**src/hw/rtl/lpe_pkg.sv**
```systemverilog
// ============================================================================
// lpe_pkg: shared definitions for the Laguerre polynomial evaluator
// Widths, fixed-point constants, register indexes and the command and status
// bundles that pass between the controller and the datapath.
// ============================================================================
`default_nettype none

package lpe_pkg;

  // Fixed-point format and order limit.
  localparam int FRAC_BITS = 16;
  localparam int MAX_ORDER = 31;

  // Field widths.
  localparam int X_W   = 32;                       // x and alpha, Q16.16
  localparam int V_W   = 48;                       // recurrence values, Q32.16
  localparam int ORD_W = 5;                        // order register
  localparam int IDX_W = $clog2(MAX_ORDER + 1);    // step index i

  // Datapath widths.
  localparam int A_W    = X_W + 2;                 // coefficients a and b
  localparam int HALF_W = V_W / 2;                 // value split for the multiplier
  localparam int PROD_W = A_W + HALF_W + 1;        // one partial product
  localparam int ACC_W  = A_W + V_W + 1;           // exact numerator
  localparam int SHR_W  = ACC_W - FRAC_BITS;       // numerator magnitude >> FRAC_BITS
  localparam int THR_W  = IDX_W + V_W - 1;         // saturation threshold i * 2^47

  // Divider: dividend width and bits retired per cycle.
  localparam int DIV_RADIX = 8;
  localparam int DVD_W     = 56;
  localparam int DIV_STEPS = DVD_W / DIV_RADIX;
  localparam int DCNT_W    = $clog2(DIV_STEPS);

  // Configuration port.
  localparam int CFG_IDX_W  = 1;
  localparam int CFG_DATA_W = X_W;
  localparam logic [CFG_IDX_W-1:0] REG_ORDER = 1'b0;
  localparam logic [CFG_IDX_W-1:0] REG_ALPHA = 1'b1;

  // Constant values.
  localparam logic [V_W-1:0] ONE_VAL = V_W'(1) << FRAC_BITS;
  localparam logic [V_W-1:0] VAL_MAX = {1'b0, {(V_W-1){1'b1}}};
  localparam logic [V_W-1:0] VAL_MIN = {1'b1, {(V_W-1){1'b0}}};

  // Controller to datapath.
  typedef struct packed {
    logic       load;       // latch x, start a new item
    logic       mul;        // issue one partial product
    logic [1:0] pp_sel;     // bit 1: b*v_prev term, bit 0: low half of value
    logic       div_start;  // form magnitude, check saturation, start divider
    logic       update;     // write back the new value, advance i
    logic       emit;       // load the output register
  } lpe_cmd_t;

  // Datapath to controller.
  typedef struct packed {
    logic short_order;      // order 0 or 1, no recurrence steps
    logic last_step;        // current i equals the order
    logic div_done;         // divider quotient is ready
  } lpe_sts_t;

endpackage

`default_nettype wire

```
**src/hw/rtl/lpe_if.sv**
```systemverilog
// ============================================================================
// lpe_in_if / lpe_out_if: valid/ready channels of the evaluator
// One channel carries evaluation points in, the other carries results out.
// ============================================================================
`default_nettype none

interface lpe_in_if;
  logic                             valid;
  logic                             ready;
  logic signed [lpe_pkg::X_W-1:0]   point_x;

  modport source (output valid, output point_x, input ready);
  modport sink   (input valid, input point_x, output ready);
endinterface

interface lpe_out_if;
  logic                             valid;
  logic                             ready;
  logic signed [lpe_pkg::V_W-1:0]   poly_value;
  logic                             overflow_flag;

  modport source (output valid, output poly_value, output overflow_flag, input ready);
  modport sink   (input valid, input poly_value, input overflow_flag, output ready);
endinterface

`default_nettype wire

```
**src/hw/rtl/lpe_div.sv**
```systemverilog
// ============================================================================
// lpe_div: iterative divider by a small integer
// Restoring division, DIV_RADIX quotient bits per cycle.
// ============================================================================
`default_nettype none

module lpe_div (
  input  logic                        clk_i,
  input  logic                        rst_ni,
  input  logic                        start_i,
  input  logic [lpe_pkg::DVD_W-1:0]   dividend_i,
  input  logic [lpe_pkg::IDX_W-1:0]   divisor_i,
  output logic [lpe_pkg::DVD_W-1:0]   quot_o,
  output logic                        done_o
);

  logic [lpe_pkg::DVD_W-1:0]  work_q, work_d;
  logic [lpe_pkg::IDX_W-1:0]  rem_q, rem_d;
  logic [lpe_pkg::IDX_W-1:0]  dvs_q;
  logic [lpe_pkg::IDX_W:0]    trial;
  logic [lpe_pkg::DCNT_W-1:0] cnt_q;
  logic                       busy_q;
  logic                       done_q;

  // The work register shifts the dividend out at the top and collects
  // quotient bits at the bottom.
  always_comb begin
    rem_d  = rem_q;
    work_d = work_q;
    trial  = '0;
    for (int k = 0; k < lpe_pkg::DIV_RADIX; k++) begin
      trial  = {rem_d, work_d[lpe_pkg::DVD_W-1]};
      work_d = {work_d[lpe_pkg::DVD_W-2:0], 1'b0};
      if (trial >= {1'b0, dvs_q}) begin
        trial     = trial - {1'b0, dvs_q};
        work_d[0] = 1'b1;
      end
      rem_d = trial[lpe_pkg::IDX_W-1:0];
    end
  end

  always_ff @(posedge clk_i or negedge rst_ni) begin
    if (!rst_ni) begin
      busy_q <= 1'b0;
      done_q <= 1'b0;
      cnt_q  <= '0;
    end else if (start_i) begin
      busy_q <= 1'b1;
      done_q <= 1'b0;
      cnt_q  <= '0;
    end else if (busy_q) begin
      cnt_q <= cnt_q + 1'b1;
      if (cnt_q == lpe_pkg::DCNT_W'(lpe_pkg::DIV_STEPS - 1)) begin
        busy_q <= 1'b0;
        done_q <= 1'b1;
      end
    end
  end

  always_ff @(posedge clk_i) begin
    if (start_i) begin
      work_q <= dividend_i;
      rem_q  <= '0;
      dvs_q  <= divisor_i;
    end else if (busy_q) begin
      work_q <= work_d;
      rem_q  <= rem_d;
    end
  end

  assign quot_o = work_q;
  assign done_o = done_q;

endmodule

`default_nettype wire

```
**src/hw/rtl/lpe_dpath.sv**
```systemverilog
// ============================================================================
// lpe_dpath: recurrence datapath
// Holds the configuration registers, the two recurrence values, the shared
// multiplier with its numerator accumulator, and the divider.
// ============================================================================
`default_nettype none

module lpe_dpath (
  input  logic                                clk_i,
  input  logic                                rst_ni,
  input  logic                                cfg_we_i,
  input  logic [lpe_pkg::CFG_IDX_W-1:0]       cfg_idx_i,
  input  logic [lpe_pkg::CFG_DATA_W-1:0]      cfg_data_i,
  input  logic signed [lpe_pkg::X_W-1:0]      x_i,
  input  lpe_pkg::lpe_cmd_t                   cmd_i,
  output lpe_pkg::lpe_sts_t                   sts_o,
  output logic signed [lpe_pkg::V_W-1:0]      poly_value_o,
  output logic                                overflow_flag_o
);

  // Configuration.
  logic [lpe_pkg::ORD_W-1:0]          order_q;
  logic signed [lpe_pkg::X_W-1:0]     alpha_q;
  logic [lpe_pkg::IDX_W-1:0]          n_eff;

  // Item state.
  logic signed [lpe_pkg::X_W-1:0]     x_q;
  logic [lpe_pkg::IDX_W-1:0]          i_q;
  logic signed [lpe_pkg::V_W-1:0]     vprev_q, vcur_q;
  logic                               ovf_q;

  // Coefficients.
  logic signed [lpe_pkg::A_W-1:0]     alpha_a, x_a, ld_x_a, one_a, v1_w;
  logic [lpe_pkg::IDX_W:0]            twoim1;
  logic signed [lpe_pkg::A_W-1:0]     a_term, b_term, a_w, b_w;

  // Multiplier and accumulator.
  logic signed [lpe_pkg::A_W-1:0]     op_a;
  logic signed [lpe_pkg::V_W-1:0]     vsel;
  logic signed [lpe_pkg::HALF_W:0]    op_b;
  logic signed [lpe_pkg::PROD_W-1:0]  prod_q;
  logic                               prod_vld_q, prod_hi_q, prod_neg_q;
  logic signed [lpe_pkg::ACC_W-1:0]   pp_ext, pp_shf, acc_q;

  // Division setup and write-back.
  logic                               num_neg;
  logic [lpe_pkg::ACC_W-1:0]          acc_u, num_mag;
  logic [lpe_pkg::SHR_W-1:0]          num_shr;
  logic [lpe_pkg::THR_W-1:0]          sat_thr;
  logic                               sat_w;
  logic                               neg_q, sat_q;
  logic [lpe_pkg::DVD_W-1:0]          quot;
  logic [lpe_pkg::V_W-1:0]            q_v, res_w;
  logic                               div_done;

  // Output register payload.
  logic signed [lpe_pkg::V_W-1:0]     out_val_q;
  logic                               out_ovf_q;

  always_ff @(posedge clk_i or negedge rst_ni) begin
    if (!rst_ni) begin
      order_q <= '0;
      alpha_q <= '0;
    end else if (cfg_we_i) begin
      unique case (cfg_idx_i)
        lpe_pkg::REG_ORDER: order_q <= cfg_data_i[lpe_pkg::ORD_W-1:0];
        lpe_pkg::REG_ALPHA: alpha_q <= cfg_data_i;
      endcase
    end
  end

  assign n_eff = (int'(order_q) > lpe_pkg::MAX_ORDER) ? lpe_pkg::IDX_W'(lpe_pkg::MAX_ORDER)
                                                      : lpe_pkg::IDX_W'(order_q);

  // a = ((2i-1) << F) + alpha - x, b = ((i-1) << F) + alpha.
  assign alpha_a = lpe_pkg::A_W'(alpha_q);
  assign x_a     = lpe_pkg::A_W'(x_q);
  assign ld_x_a  = lpe_pkg::A_W'(x_i);
  assign one_a   = lpe_pkg::A_W'(lpe_pkg::ONE_VAL);
  assign v1_w    = one_a + alpha_a - ld_x_a;
  assign twoim1  = {i_q, 1'b0} - (lpe_pkg::IDX_W + 1)'(1);
  assign a_term  = lpe_pkg::A_W'(twoim1) << lpe_pkg::FRAC_BITS;
  assign b_term  = lpe_pkg::A_W'(i_q - lpe_pkg::IDX_W'(1)) << lpe_pkg::FRAC_BITS;
  assign a_w     = a_term + alpha_a - x_a;
  assign b_w     = b_term + alpha_a;

  // Each value is split into a signed high half and an unsigned low half, so
  // one numerator takes four passes through the multiplier.
  assign op_a = cmd_i.pp_sel[1] ? b_w : a_w;
  assign vsel = cmd_i.pp_sel[1] ? vprev_q : vcur_q;
  assign op_b = cmd_i.pp_sel[0]
              ? $signed({1'b0, vsel[lpe_pkg::HALF_W-1:0]})
              : (lpe_pkg::HALF_W + 1)'($signed(vsel[lpe_pkg::V_W-1:lpe_pkg::HALF_W]));

  assign pp_ext = lpe_pkg::ACC_W'(prod_q);
  assign pp_shf = prod_hi_q ? (pp_ext <<< lpe_pkg::HALF_W) : pp_ext;

  // Magnitude of the numerator, truncated by 2^F. Dividing that by i gives
  // the same quotient as dividing the numerator by i << F.
  assign acc_u   = acc_q;
  assign num_neg = acc_q[lpe_pkg::ACC_W-1];
  assign num_mag = num_neg ? (~acc_u + 1'b1) : acc_u;
  assign num_shr = num_mag[lpe_pkg::ACC_W-1:lpe_pkg::FRAC_BITS];
  // A negative quotient may reach 2^47 before it clamps, a positive one 2^47-1.
  assign sat_thr = (lpe_pkg::THR_W'(i_q) << (lpe_pkg::V_W - 1))
                 | (num_neg ? lpe_pkg::THR_W'(i_q) : '0);
  assign sat_w   = num_shr >= lpe_pkg::SHR_W'(sat_thr);

  lpe_div u_div (
    .clk_i      (clk_i),
    .rst_ni     (rst_ni),
    .start_i    (cmd_i.div_start),
    .dividend_i (num_shr[lpe_pkg::DVD_W-1:0]),
    .divisor_i  (i_q),
    .quot_o     (quot),
    .done_o     (div_done)
  );

  assign q_v   = quot[lpe_pkg::V_W-1:0];
  assign res_w = sat_q ? (neg_q ? lpe_pkg::VAL_MIN : lpe_pkg::VAL_MAX)
                       : (neg_q ? ('0 - q_v) : q_v);

  always_ff @(posedge clk_i or negedge rst_ni) begin
    if (!rst_ni) begin
      prod_vld_q <= 1'b0;
    end else begin
      prod_vld_q <= cmd_i.mul;
    end
  end

  always_ff @(posedge clk_i) begin
    if (cmd_i.load) begin
      x_q     <= x_i;
      i_q     <= lpe_pkg::IDX_W'(2);
      vprev_q <= $signed(lpe_pkg::ONE_VAL);
      vcur_q  <= lpe_pkg::V_W'(v1_w);
      ovf_q   <= 1'b0;
    end else if (cmd_i.update) begin
      i_q     <= i_q + 1'b1;
      vprev_q <= vcur_q;
      vcur_q  <= $signed(res_w);
      ovf_q   <= ovf_q | sat_q;
    end

    if (cmd_i.mul) begin
      prod_q     <= op_a * op_b;
      prod_hi_q  <= ~cmd_i.pp_sel[0];
      prod_neg_q <= cmd_i.pp_sel[1];
    end

    priority if (cmd_i.mul && cmd_i.pp_sel == 2'b00) begin
      acc_q <= '0;
    end else if (prod_vld_q) begin
      acc_q <= prod_neg_q ? (acc_q - pp_shf) : (acc_q + pp_shf);
    end

    if (cmd_i.div_start) begin
      neg_q <= num_neg;
      sat_q <= sat_w;
    end

    if (cmd_i.emit) begin
      out_val_q <= (n_eff == lpe_pkg::IDX_W'(0)) ? $signed(lpe_pkg::ONE_VAL) : vcur_q;
      out_ovf_q <= ovf_q;
    end
  end

  assign sts_o.short_order = n_eff <= lpe_pkg::IDX_W'(1);
  assign sts_o.last_step   = i_q == n_eff;
  assign sts_o.div_done    = div_done;

  assign poly_value_o    = out_val_q;
  assign overflow_flag_o = out_ovf_q;

endmodule

`default_nettype wire

```
**src/hw/rtl/lpe_ctrl.sv**
```systemverilog
// ============================================================================
// lpe_ctrl: sequencer of the Laguerre evaluator
// Walks each item through load, the multiply passes, the division and the
// write-back of every recurrence step, and owns the output valid flag.
// ============================================================================
`default_nettype none

module lpe_ctrl (
  input  logic                clk_i,
  input  logic                rst_ni,
  input  logic                in_valid_i,
  output logic                in_ready_o,
  input  logic                out_ready_i,
  output logic                out_valid_o,
  input  lpe_pkg::lpe_sts_t   sts_i,
  output lpe_pkg::lpe_cmd_t   cmd_o
);

  localparam logic [2:0] S_IDLE  = 3'd0;
  localparam logic [2:0] S_CHECK = 3'd1;
  localparam logic [2:0] S_MUL   = 3'd2;
  localparam logic [2:0] S_DRAIN = 3'd3;
  localparam logic [2:0] S_DINIT = 3'd4;
  localparam logic [2:0] S_DIV   = 3'd5;
  localparam logic [2:0] S_UPD   = 3'd6;
  localparam logic [2:0] S_FIN   = 3'd7;

  localparam logic [1:0] PP_LAST = 2'b11;

  logic [2:0] state_q, state_d;
  logic [1:0] pp_q, pp_d;
  logic       out_valid_q, out_valid_d;

  always_comb begin
    state_d     = state_q;
    pp_d        = pp_q;
    out_valid_d = out_valid_q && !out_ready_i;
    cmd_o       = '0;
    unique case (state_q)
      S_IDLE: begin
        if (in_valid_i) begin
          cmd_o.load = 1'b1;
          state_d    = S_CHECK;
        end
      end
      S_CHECK: begin
        pp_d    = '0;
        state_d = sts_i.short_order ? S_FIN : S_MUL;
      end
      S_MUL: begin
        cmd_o.mul    = 1'b1;
        cmd_o.pp_sel = pp_q;
        pp_d         = pp_q + 1'b1;
        if (pp_q == PP_LAST) begin
          state_d = S_DRAIN;
        end
      end
      S_DRAIN: begin
        // The last partial product is accumulated in this cycle.
        state_d = S_DINIT;
      end
      S_DINIT: begin
        cmd_o.div_start = 1'b1;
        state_d         = S_DIV;
      end
      S_DIV: begin
        if (sts_i.div_done) begin
          state_d = S_UPD;
        end
      end
      S_UPD: begin
        cmd_o.update = 1'b1;
        pp_d         = '0;
        state_d      = sts_i.last_step ? S_FIN : S_MUL;
      end
      S_FIN: begin
        if (!out_valid_q || out_ready_i) begin
          cmd_o.emit  = 1'b1;
          out_valid_d = 1'b1;
          state_d     = S_IDLE;
        end
      end
    endcase
  end

  always_ff @(posedge clk_i or negedge rst_ni) begin
    if (!rst_ni) begin
      state_q     <= S_IDLE;
      pp_q        <= '0;
      out_valid_q <= 1'b0;
    end else begin
      state_q     <= state_d;
      pp_q        <= pp_d;
      out_valid_q <= out_valid_d;
    end
  end

  assign in_ready_o  = state_q == S_IDLE;
  assign out_valid_o = out_valid_q;

endmodule

`default_nettype wire

```
**src/hw/rtl/laguerre_polynomial_eval.sv**
```systemverilog
// ============================================================================
// laguerre_polynomial_eval: generalized Laguerre polynomial evaluator
// Evaluates L(n, alpha, x) by the three-term recurrence in signed fixed point.
// ============================================================================
//
// Each point x (signed Q16.16) that is transferred on the input channel gives
// one transfer on the output channel: L(n, alpha, x) as signed Q32.16, clamped
// to the 48-bit range, together with a flag that is set when any recurrence
// step had to be clamped (later steps then go on from the clamped value).
// The order n (register 0, five bits) and alpha (register 1, signed Q16.16)
// must be written through the configuration port while the block is idle,
// which the block does not enforce. Order zero returns 1.0 and order one
// returns 1 + alpha - x without any step. Every step from i = 2 to n forms
// the exact numerator a*v(i-1) - b*v(i-2) with one shared multiplier in four
// passes (each value is split into two 24-bit halves), then divides its
// magnitude by i << 16 in an iterative divider that retires eight quotient
// bits per cycle, and the quotient is truncated toward zero. Each step runs
// through the four multiply passes, a drain of the accumulator, the setup of
// the division, the divider's iterations and the state in which the sequencer
// sees the divider done, and the write-back. The block works on one item at a
// time; a finished result sits in the output register, and a new point is
// taken while that result still waits to be transferred.
//
`default_nettype none

module laguerre_polynomial_eval (
  input  logic                              clk_i,
  input  logic                              rst_ni,
  input  logic                              cfg_we_i,
  input  logic [lpe_pkg::CFG_IDX_W-1:0]     cfg_idx_i,
  input  logic [lpe_pkg::CFG_DATA_W-1:0]    cfg_data_i,
  lpe_in_if.sink                            in_ch,
  lpe_out_if.source                         out_ch
);

  lpe_pkg::lpe_cmd_t cmd;
  lpe_pkg::lpe_sts_t sts;

  // The sequencer decides what happens each cycle and handles both channels.
  lpe_ctrl u_ctrl (
    .clk_i       (clk_i),
    .rst_ni      (rst_ni),
    .in_valid_i  (in_ch.valid),
    .in_ready_o  (in_ch.ready),
    .out_ready_i (out_ch.ready),
    .out_valid_o (out_ch.valid),
    .sts_i       (sts),
    .cmd_o       (cmd)
  );

  // The datapath holds the registers, arithmetic and the result payload.
  lpe_dpath u_dpath (
    .clk_i           (clk_i),
    .rst_ni          (rst_ni),
    .cfg_we_i        (cfg_we_i),
    .cfg_idx_i       (cfg_idx_i),
    .cfg_data_i      (cfg_data_i),
    .x_i             (in_ch.point_x),
    .cmd_i           (cmd),
    .sts_o           (sts),
    .poly_value_o    (out_ch.poly_value),
    .overflow_flag_o (out_ch.overflow_flag)
  );

endmodule

`default_nettype wire
```
**src/flat_wrapper.sv**
```systemverilog
// flat-port wrapper written by rule: the top's interface ports become plain ports
module laguerre_polynomial_eval_flat 
  (clk_i, rst_ni, cfg_we_i, cfg_idx_i, cfg_data_i, in_ch_valid, in_ch_point_x, in_ch_ready, out_ch_valid, out_ch_poly_value, out_ch_overflow_flag, out_ch_ready);
  lpe_in_if in_ch_i ();
  lpe_out_if out_ch_i ();
  input  logic clk_i;
  input  logic rst_ni;
  input  logic cfg_we_i;
  input  logic [lpe_pkg::CFG_IDX_W-1:0] cfg_idx_i;
  input  logic [lpe_pkg::CFG_DATA_W-1:0] cfg_data_i;
  input wire logic [$bits(in_ch_i.valid)-1:0] in_ch_valid;
  input wire logic [$bits(in_ch_i.point_x)-1:0] in_ch_point_x;
  output wire logic [$bits(in_ch_i.ready)-1:0] in_ch_ready;
  output wire logic [$bits(out_ch_i.valid)-1:0] out_ch_valid;
  output wire logic [$bits(out_ch_i.poly_value)-1:0] out_ch_poly_value;
  output wire logic [$bits(out_ch_i.overflow_flag)-1:0] out_ch_overflow_flag;
  input wire logic [$bits(out_ch_i.ready)-1:0] out_ch_ready;
  assign in_ch_i.valid = in_ch_valid;
  assign in_ch_i.point_x = in_ch_point_x;
  assign in_ch_ready = in_ch_i.ready;
  assign out_ch_valid = out_ch_i.valid;
  assign out_ch_poly_value = out_ch_i.poly_value;
  assign out_ch_overflow_flag = out_ch_i.overflow_flag;
  assign out_ch_i.ready = out_ch_ready;
  laguerre_polynomial_eval u_core (.clk_i(clk_i), .rst_ni(rst_ni), .cfg_we_i(cfg_we_i), .cfg_idx_i(cfg_idx_i), .cfg_data_i(cfg_data_i), .in_ch(in_ch_i), .out_ch(out_ch_i));
endmodule
```
**config.mk**
```make
export PLATFORM = sky130hd
export DESIGN_NAME = laguerre_polynomial_eval_flat
export DESIGN_NICKNAME = d
export VERILOG_FILES = /design/src/hw/rtl/lpe_pkg.sv /design/src/hw/rtl/lpe_if.sv /design/src/hw/rtl/lpe_div.sv /design/src/hw/rtl/lpe_dpath.sv /design/src/hw/rtl/lpe_ctrl.sv /design/src/hw/rtl/laguerre_polynomial_eval.sv /design/src/flat_wrapper.sv
export SDC_FILE = /design/constraint.sdc
export NUM_CORES = 2
export LEC_CHECK = 0
export ABC_AREA = 1
export BUFFER_PORTS_ARGS = -buffer_cell sky130_fd_sc_hd__buf_4
export CAP_MARGIN = 20
export CORE_AREA = 5 5 451 453
export CTS_CLUSTER_SIZE = 24
export DETAILED_ROUTE_END_ITERATION = 7
export DIE_AREA = 0 0 456 458
export GPL_ROUTABILITY_DRIVEN = 1
export PLACE_DENSITY = 0.55
export SLEW_MARGIN = 20
export SYNTH_ARGS = -nofsm -noshare
export SYNTH_HDL_FRONTEND = slang
export SYNTH_HIERARCHICAL = 1
export SYNTH_SLANG_ARGS = --single-unit
```
**constraint.sdc**
```tcl
create_clock -name clk_i -period 10.05 [get_ports clk_i]
set_input_delay 2.01 -clock clk_i [delete_from_list [all_inputs] [get_ports clk_i]]
set_output_delay 2.01 -clock clk_i [all_outputs]
set_load 0.005 [all_outputs]
```
=== After elaboration in Yosys (flattened, before gate mapping) ===
Index checks and enable logic that the tools add are counted.

* Bits in registers: 444
* Input bits: 70
* Output and inout port bits: 51
* Word-level logic and storage cells: 149

* Add/sub/neg operators: 22
* Multipliers: 1
* Order comparisons: 10
* Equality and inequality tests: 14
* Mux-type cells: 55
* Bitwise gates (word level): 5
* Reduce and logical (&&, ||, !) cells: 17

{| class="wikitable"
|+ Operators by type and width
! operator !! number
|-
| 48-bit 2-to-1 mux || 6
|-
| 83-bit 2-to-1 mux || 2
|-
| 56-bit 2-to-1 mux || 2
|-
| 83-bit by 1-bit adder with 83-bit output (second input constant) || 1
|-
| 83-bit adder || 1
|-
| 83-bit NOT || 1
|-
| 83-bit subtractor || 1
|-
| 82-bit 2-to-1 mux || 1
|-
| 33-bit by 32-bit subtractor with 34-bit output || 2
|-
| 67-bit by 52-bit >= comparator with 1-bit output || 1
|-
| 34-bit by 25-bit multiplier with 59-bit output || 1
|-
| 52-bit by 5-bit bitwise OR with 52-bit output || 1
|-
| 6-bit by 5-bit >= comparator with 1-bit output || 8
|-
| 1-bit by 48-bit subtractor with 48-bit output (first input constant) || 1
|-
| 5-bit 2-to-1 mux || 9
|-
| 5-bit subtractor || 8
|-
| 34-bit 2-to-1 mux || 1
|-
| 18-bit by 32-bit adder with 33-bit output (first input constant) || 1
|-
| 22-bit by 32-bit adder with 33-bit output || 1
|-
| 23-bit by 32-bit adder with 33-bit output || 1
|-
| 3-bit 2-to-1 mux || 9
|-
| 25-bit 2-to-1 mux || 1
|-
| 3-bit case mux with 8 select lines || 1
|-
| 1-bit 2-to-1 mux || 22
|-
| 25 further kinds || 41
|}

=== Depth between registers and ports, before layout ===
* Depth in word-level cells: 18
* Depth in mapped cells: 82

=== Hierarchy ===
The synthesis kept the hierarchy.

{| class="wikitable"
|+ By module, submodules not included
! module !! instances !! cells each !! area an instance (um^2) !! sequential area each (um^2)
|-
| lpe_dpath || 1 || 8803 || 63617.3 || 9459.1
|-
| lpe_div || 1 || 651 || 5205.0 || 2057.0
|-
| lpe_ctrl || 1 || 62 || 473.0 || 150.1
|}

=== Worst setup path before layout ===
Ideal clock, no wire load.

* Kind: register -> register
* Start point: register u_core/u_dpath/u_div/dvs_q[1] in the netlist's numbering
* End point: register u_core.u_dpath.u_div.work_q, in the netlist u_core/u_dpath/u_div/quot_o[0], data pin
* Library setup time: 0.272 ns
* Data arrival time: 10.831 ns
* Required time: 9.778 ns
* Slack: -1.052 ns
* Stages on the path, launching flop included: 73
* Buffers on the path: 0
* Clock period less this slack: 11.102 ns
* Cell sequence: edfxtp_1 -> inv_1 -> fa_1 -> inv_1 -> nand2_1 -> inv_1 -> nor2_2 -> nor2_4 -> nand2_1 -> nand2_1 -> inv_1 -> fa_1 -> nand2_1 -> nand3b_1 -> nor2b_1 -> nand2_1 -> nor2_4 -> nor2_1 -> (+37 left out) -> nand2_1 -> nor2_1 -> a211oi_1 -> o21ai_0 -> a21oi_1 -> inv_1 -> nor2_4 -> nand3_1 -> nand2_1 -> inv_1 -> ha_1 -> nand2_1 -> inv_1 -> a221o_1 -> a21boi_0 -> inv_1 -> nor2_4 -> a31oi_1

* Word-level cells in the longest chain between the ends: 18
* Elaborated cells between the ends (all ways): 25
* Those cells by class: add/sub (7); order compare (8); mux (10)

{| class="wikitable"
|+ Ends and longest elaborated chain
! element !! RTL line !! text
|-
| from (decl) || lpe_div.sv:19 || <nowiki>logic [lpe_pkg::IDX_W-1:0] dvs_q;</nowiki>
|-
| from (signal assigned) || lpe_div.sv:64 || <nowiki>dvs_q <= divisor_i;</nowiki>
|-
| 5-bit subtractor / 6-bit by 5-bit >= comparator with 1-bit output (equally long branches) || lpe_div.sv:35, lpe_div.sv:34 ||
|-
| 5-bit 2-to-1 mux || lpe_div.sv:34 || <nowiki>if (trial >= {1'b0, dvs_q}) begin</nowiki>
|-
| 5-bit subtractor / 6-bit by 5-bit >= comparator with 1-bit output (equally long branches) || lpe_div.sv:35, lpe_div.sv:34 ||
|-
| 5-bit 2-to-1 mux || lpe_div.sv:34 ||
|-
| 5-bit subtractor / 6-bit by 5-bit >= comparator with 1-bit output (equally long branches) || lpe_div.sv:35, lpe_div.sv:34 ||
|-
| 5-bit 2-to-1 mux || lpe_div.sv:34 ||
|-
| 5-bit subtractor / 6-bit by 5-bit >= comparator with 1-bit output (equally long branches) || lpe_div.sv:35, lpe_div.sv:34 ||
|-
| 5-bit 2-to-1 mux || lpe_div.sv:34 ||
|-
| (+2 left out) || -- ||
|-
| 5-bit subtractor / 6-bit by 5-bit >= comparator with 1-bit output (equally long branches) || lpe_div.sv:35, lpe_div.sv:34 ||
|-
| 5-bit 2-to-1 mux || lpe_div.sv:34 ||
|-
| 5-bit subtractor / 6-bit by 5-bit >= comparator with 1-bit output (equally long branches) || lpe_div.sv:35, lpe_div.sv:34 ||
|-
| 5-bit 2-to-1 mux || lpe_div.sv:34 ||
|-
| 6-bit by 5-bit >= comparator with 1-bit output (*) || lpe_div.sv:34 ||
|-
| 1-bit 2-to-1 mux (*) || lpe_div.sv:34 ||
|-
| 56-bit 2-to-1 mux (*) || lpe_div.sv:65 || <nowiki>end else if (busy_q) begin</nowiki>
|-
| 56-bit 2-to-1 mux (*) || lpe_div.sv:61 || <nowiki>if (start_i) begin</nowiki>
|-
| to (signal assigned) || lpe_div.sv:62 || <nowiki>work_q <= dividend_i;</nowiki>
|-
| to (signal assigned) || lpe_div.sv:66 || <nowiki>work_q <= work_d;</nowiki>
|-
| to (decl) || lpe_div.sv:17 || <nowiki>logic [lpe_pkg::DVD_W-1:0] work_q, work_d;</nowiki>
|}

Mark *: on every way between the ends. The rest lies on a longest branch, timed or not. The select of a mux whose other input is x is not followed.
A chain may end at the register's enable or synchronous reset.

=== Final worst setup path ===
* Start point: register u_core/u_dpath/i_q[1] in the netlist's numbering
* End point: register u_core/u_dpath/prod_q[55] in the netlist's numbering, data pin

* Word-level cells in the longest chain between the ends: 5
* Elaborated cells between the ends (all ways): 7
* Those cells by class: add/sub (5); mul (1); mux (1)

{| class="wikitable"
|+ Ends and longest elaborated chain
! element !! RTL line !! text
|-
| from (decl) || lpe_dpath.sv:28 || <nowiki>logic [lpe_pkg::IDX_W-1:0] i_q;</nowiki>
|-
| from (signal assigned) || lpe_dpath.sv:134 || <nowiki>i_q <= lpe_pkg::IDX_W'(2);</nowiki>
|-
| from (signal assigned) || lpe_dpath.sv:139 || <nowiki>i_q <= i_q + 1'b1;</nowiki>
|-
| 6-bit by 1-bit subtractor with 6-bit output || lpe_dpath.sv:81 || <nowiki>assign twoim1 = {i_q, 1'b0} - (lpe_pkg::IDX_W + 1)'(1);</nowiki>
|-
| 23-bit by 32-bit adder with 33-bit output || lpe_dpath.sv:84 || <nowiki>assign a_w = a_term + alpha_a - x_a;</nowiki>
|-
| 33-bit by 32-bit subtractor with 34-bit output || lpe_dpath.sv:84 ||
|-
| 34-bit 2-to-1 mux (*) || lpe_dpath.sv:89 || <nowiki>assign op_a = cmd_i.pp_sel[1] ? b_w : a_w;</nowiki>
|-
| 34-bit by 25-bit multiplier with 59-bit output (*) || lpe_dpath.sv:146 || <nowiki>prod_q <= op_a * op_b;</nowiki>
|-
| to (signal assigned) || lpe_dpath.sv:146 ||
|-
| to (decl) || lpe_dpath.sv:41 || <nowiki>logic signed [lpe_pkg::PROD_W-1:0] prod_q;</nowiki>
|}

Mark *: on every way between the ends. The rest lies on a longest branch, timed or not.

==> impl_metrics.json <==
{
  "die_h_um": 458,
  "synthTopCellsByCount": "2045 x nand2_1, 1832 x inv_1, 1317 x nor2_1, 874 x fa_1, 479 x a21oi_1",
  "fin_cells": 12700,
  "setup_tns_ns": 0,
  "drc_errors": 0,
  "min_path_type": "reg -> reg",
  "cts.sinks": 444,
  "synth_simple_gate_area_frac": 0.244,
  "io_buffer_count": 120,
  "num-nets-final": 11400,
  "core_um2": 199000,
  "htree_levels": 2,
  "synth_mux_area_frac": 0.00358,
  "cts_tree": "built",
  "worst-slew-pin-transition_ns": 1.14,
  "clock_latency_ns": 0.72,
  "hold_viol": 0,
  "grt_max_degree": 85,
  "hpwl_um": 247000,
  "ys_warn_count": 6,
  "crit_path_top_delay_cell": "fa_1",
  "synth-edff-count": 253,
  "routed_wl_um": 294000,
  "grt_overflow_total": 0,
  "min_path_cells": 0,
  "yosys.area.top_type": "fa_1",
  "synth_top_family_by_area": "adder cells",
  "dr.pass1.iters": 5,
  "grt_util_all_layers": 0.274,
  "fmax_mhz": 103,
  "drt-wirelength-per-cell_um": 23.1,
  "r2r_end": "u_core/u_dpath/prod_q[55]$_DFFE_PP_",
  "seq_area_frac_synth": 0.168,
  "die_area_um2": 209000,
  "cp.arrival_ns": 10.13,
  "finalSetupViolCount": 0,
  "hold-path-endpoint": "u_core/u_dpath/overflow_flag_o$_DFFE_PP_",
  "synth_fp_nets": 10900,
  "syn_inst": 9516,
  "drv_cap": 0,
  "synth_compound_area_frac": 0.0986,
  "rsz0062_at_grt": "yes",
  "yosysTopAreaCellShare": 0.252,
  "start_util": 0.349,
  "cp_slowest_stage_delay_ns": 0.58,
  "area_delta_synth_final_pct": 16.2,
  "synth.distinct_cells": 77,
  "worstSetupEndpointType": "flip-flop",
  "worst-path-max-fanout": 11,
  "avgSynthCellArea_um2": 7.28,
  "ant_nets": 0,
  "dp.cells": 12600,
  "critPathKind": "reg -> reg",
  "cp.required_ns": 10.48,
  "fin_crit_sh": 0.965,
  "cts_made_buffers": 57,
  "vias_per_cell": 5.14,
  "synthAdderAreaFrac": 0.332,
  "path_buf_inv": 10,
  "async_flop_share": 0.110,
  "synth-main-ff-cell": "edfxtp_1",
  "critPathMostFrequentCell": "fa_1",
  "num_vias": 65400,
  "synth.cell_area_um2": 69300,
  "slew_viol_final": 0,
  "rows": 164,
  "synth_seq_cells": 444,
  "final_util": 0.405,
  "synth-xor-area-share": 0.0363,
  "rr_startpoint": "u_core/u_dpath/i_q[1]$_SDFFE_PP1P_",
  "drt_iter0_drc": 5566,
  "post_dp_cell_area_um2": 76900,
  "finish.instance_area_um2": 80500,
  "hp-start": "u_core/u_dpath/ovf_q$_SDFFE_PP0P_",
  "drive_gt1_frac": 0.129,
  "clk_pin_slew_ns": 0.06,
  "grt_first_pass_wirelength_um": 429000,
  "synth.area.top_cells": "fa_1 25%, nand2_1 11%, edfxtp_1 11%",
  "dieWidth_um": 456,
  "period_minus_slack_ns": 9.70,
  "skew_ns": 0.0519,
  "cp_top_family": "adder cells",
  "grt_pass1_vias": 65800,
  "clockBufferDepth": 3,
  "antenna_found_initial": 9,
  "cts-root-buf": "clkbuf_16",
  "ios": 121,
  "critPathLaunchType": "flip-flop",
  "post-synth-top-count-cell": "nand2_1",
  "r2r_cells": 41,
  "slew_headroom": 0.235,
  "status": "finished clean",
  "rrSetupSlack_ns": 0.35,
  "gp_congestion": 0.963
}
==> routing by layer <==
metal | global-route usage | up-vias | routed length [um]
li1 | - | 30400 | -
met1 | 0.361 | 32300 | 123000
met2 | 0.454 | 2238 | 137000
met3 | 0.0393 | 470 | 19300
met4 | 0.109 | 0 | 14500
met5 | 0 | - | 0
==> placed cells by master, fill, tap and decap left out, types with 18 or more instances in the layout <==
cell and count:
nand3_1 336, nand2_4 26, nor4_1 25, buf_12 18
nor2_1 1302, dfrtp_1 48, buf_4 676, fa_2 18
ha_1 407, a21oi_2 25, mux2_2 22, nor3_1 75
edfxtp_1 253, o21ai_1 45, a21oi_1 453, a31oi_1 30
a21o_1 39, xnor2_1 83, o21a_1 27, o21ai_2 19
nand3_2 25, nor2_4 20, nand2_1 1984, inv_2 48
nor2_2 32, or2_2 61, inv_1 1801, o21ai_0 447
nand2_2 66, dfxtp_1 141, clkbuf_16 57, fa_1 856
xor2_1 199, clkinv_1 22, o211ai_1 21, o21bai_1 19
nand4_1 58, ha_4 27
==> state kept, by name, summed over array words and instances (netlist names), 32 cells and up <==
name,flops
u_core/u_dpath/acc_q,83
u_core/u_dpath/prod_q,59
u_core/u_dpath/u_div/quot_o,56
u_core/u_dpath/poly_value_o,48
u_core/u_dpath/vcur_q,48
u_core/u_dpath/vprev_q,48
u_core/u_dpath/alpha_q,32
u_core/u_dpath/x_q,32
==> worst reg2reg max path: cells and delay by family (launching register included) <==
| kind | cells | cell delay, ns |
|---|---|---|
| adder cells (fa/ha/maj) | 10 | 4.85 |
| AO/OA/AOI/OAI | 8 | 1.38 |
| flip-flops | 1 | 0.31 |
| buffers and inverters | 10 | 1.14 |
| XOR/XNOR | 1 | 0.22 |
| AND/OR/NAND/NOR | 12 | 1.54 |
==> logic make-up (layout without fill, tap and decap cells) <==
family          count (synthesis)  count (layout)
mux                            22              22
simple gates                 4087            4087
other cells                     0               7
buf+inv                      2144            2702
xor+xnor                      287             287
fa+ha+maj                    1312            1312
compound gates               1220            1220
flops                         444             444
==> layout make-up <==
cell class,instances,area (um2)
clock inverter,35,468
multi-input combinational,6928,50700
timing repair buffer,712,5640
antenna,7,17.5
fill,20900,118000
sequential,444,11700
clock buffer,73,1530
tap,2656,3320
inverter,1882,7100
==> worst max path at each step <==
stage	from	to	slack [ns]	cells past startpoint
2_1_floorplan	u_core/u_dpath/u_div/dvs_q[1]$_DFFE_PP_	u_core/u_dpath/u_div/quot_o[0]$_DFFE_PP_	0.008	75
3_3_place_gp	u_core/u_dpath/u_div/quot_o[55]$_DFFE_PP_	u_core/u_dpath/u_div/quot_o[0]$_DFFE_PP_	-0.73	74
3_5_place_dp	u_core/u_dpath/u_div/quot_o[55]$_DFFE_PP_	u_core/u_dpath/u_div/quot_o[0]$_DFFE_PP_	-0.64	72
4_1_cts	u_core/u_dpath/i_q[0]$_SDFFE_PP0P_	u_core/u_dpath/prod_q[57]$_DFFE_PP_	0.007	42
5_1_grt	u_core/u_dpath/u_div/quot_o[55]$_DFFE_PP_	u_core/u_dpath/u_div/quot_o[0]$_DFFE_PP_	-0.33	74
6_report	u_core/u_dpath/i_q[1]$_SDFFE_PP1P_	u_core/u_dpath/prod_q[55]$_DFFE_PP_	0.35	41
==> timing repair <==
action / CTS / global route
setup buffers: 16 / 26
hold buffers: 0 / 0
pin swaps: 22 / 94
endpoints found under the setup margin: 37 / 37
gates resized for setup: 54 / 232
==> through the flow <==
stage                     setup slack [ns]  hold WS, ns
after floorplan                    0.00794        0.409
after global placement              -0.728        0.420
after detailed placement            -0.637        0.442
after CTS                          0.00729        0.457
after global routing                -0.326        0.475
final                                0.352        0.457
Power is left out: the tool's default activity adds up to more than one toggle a clock period on the data nets, which glitch-free logic cannot reach.
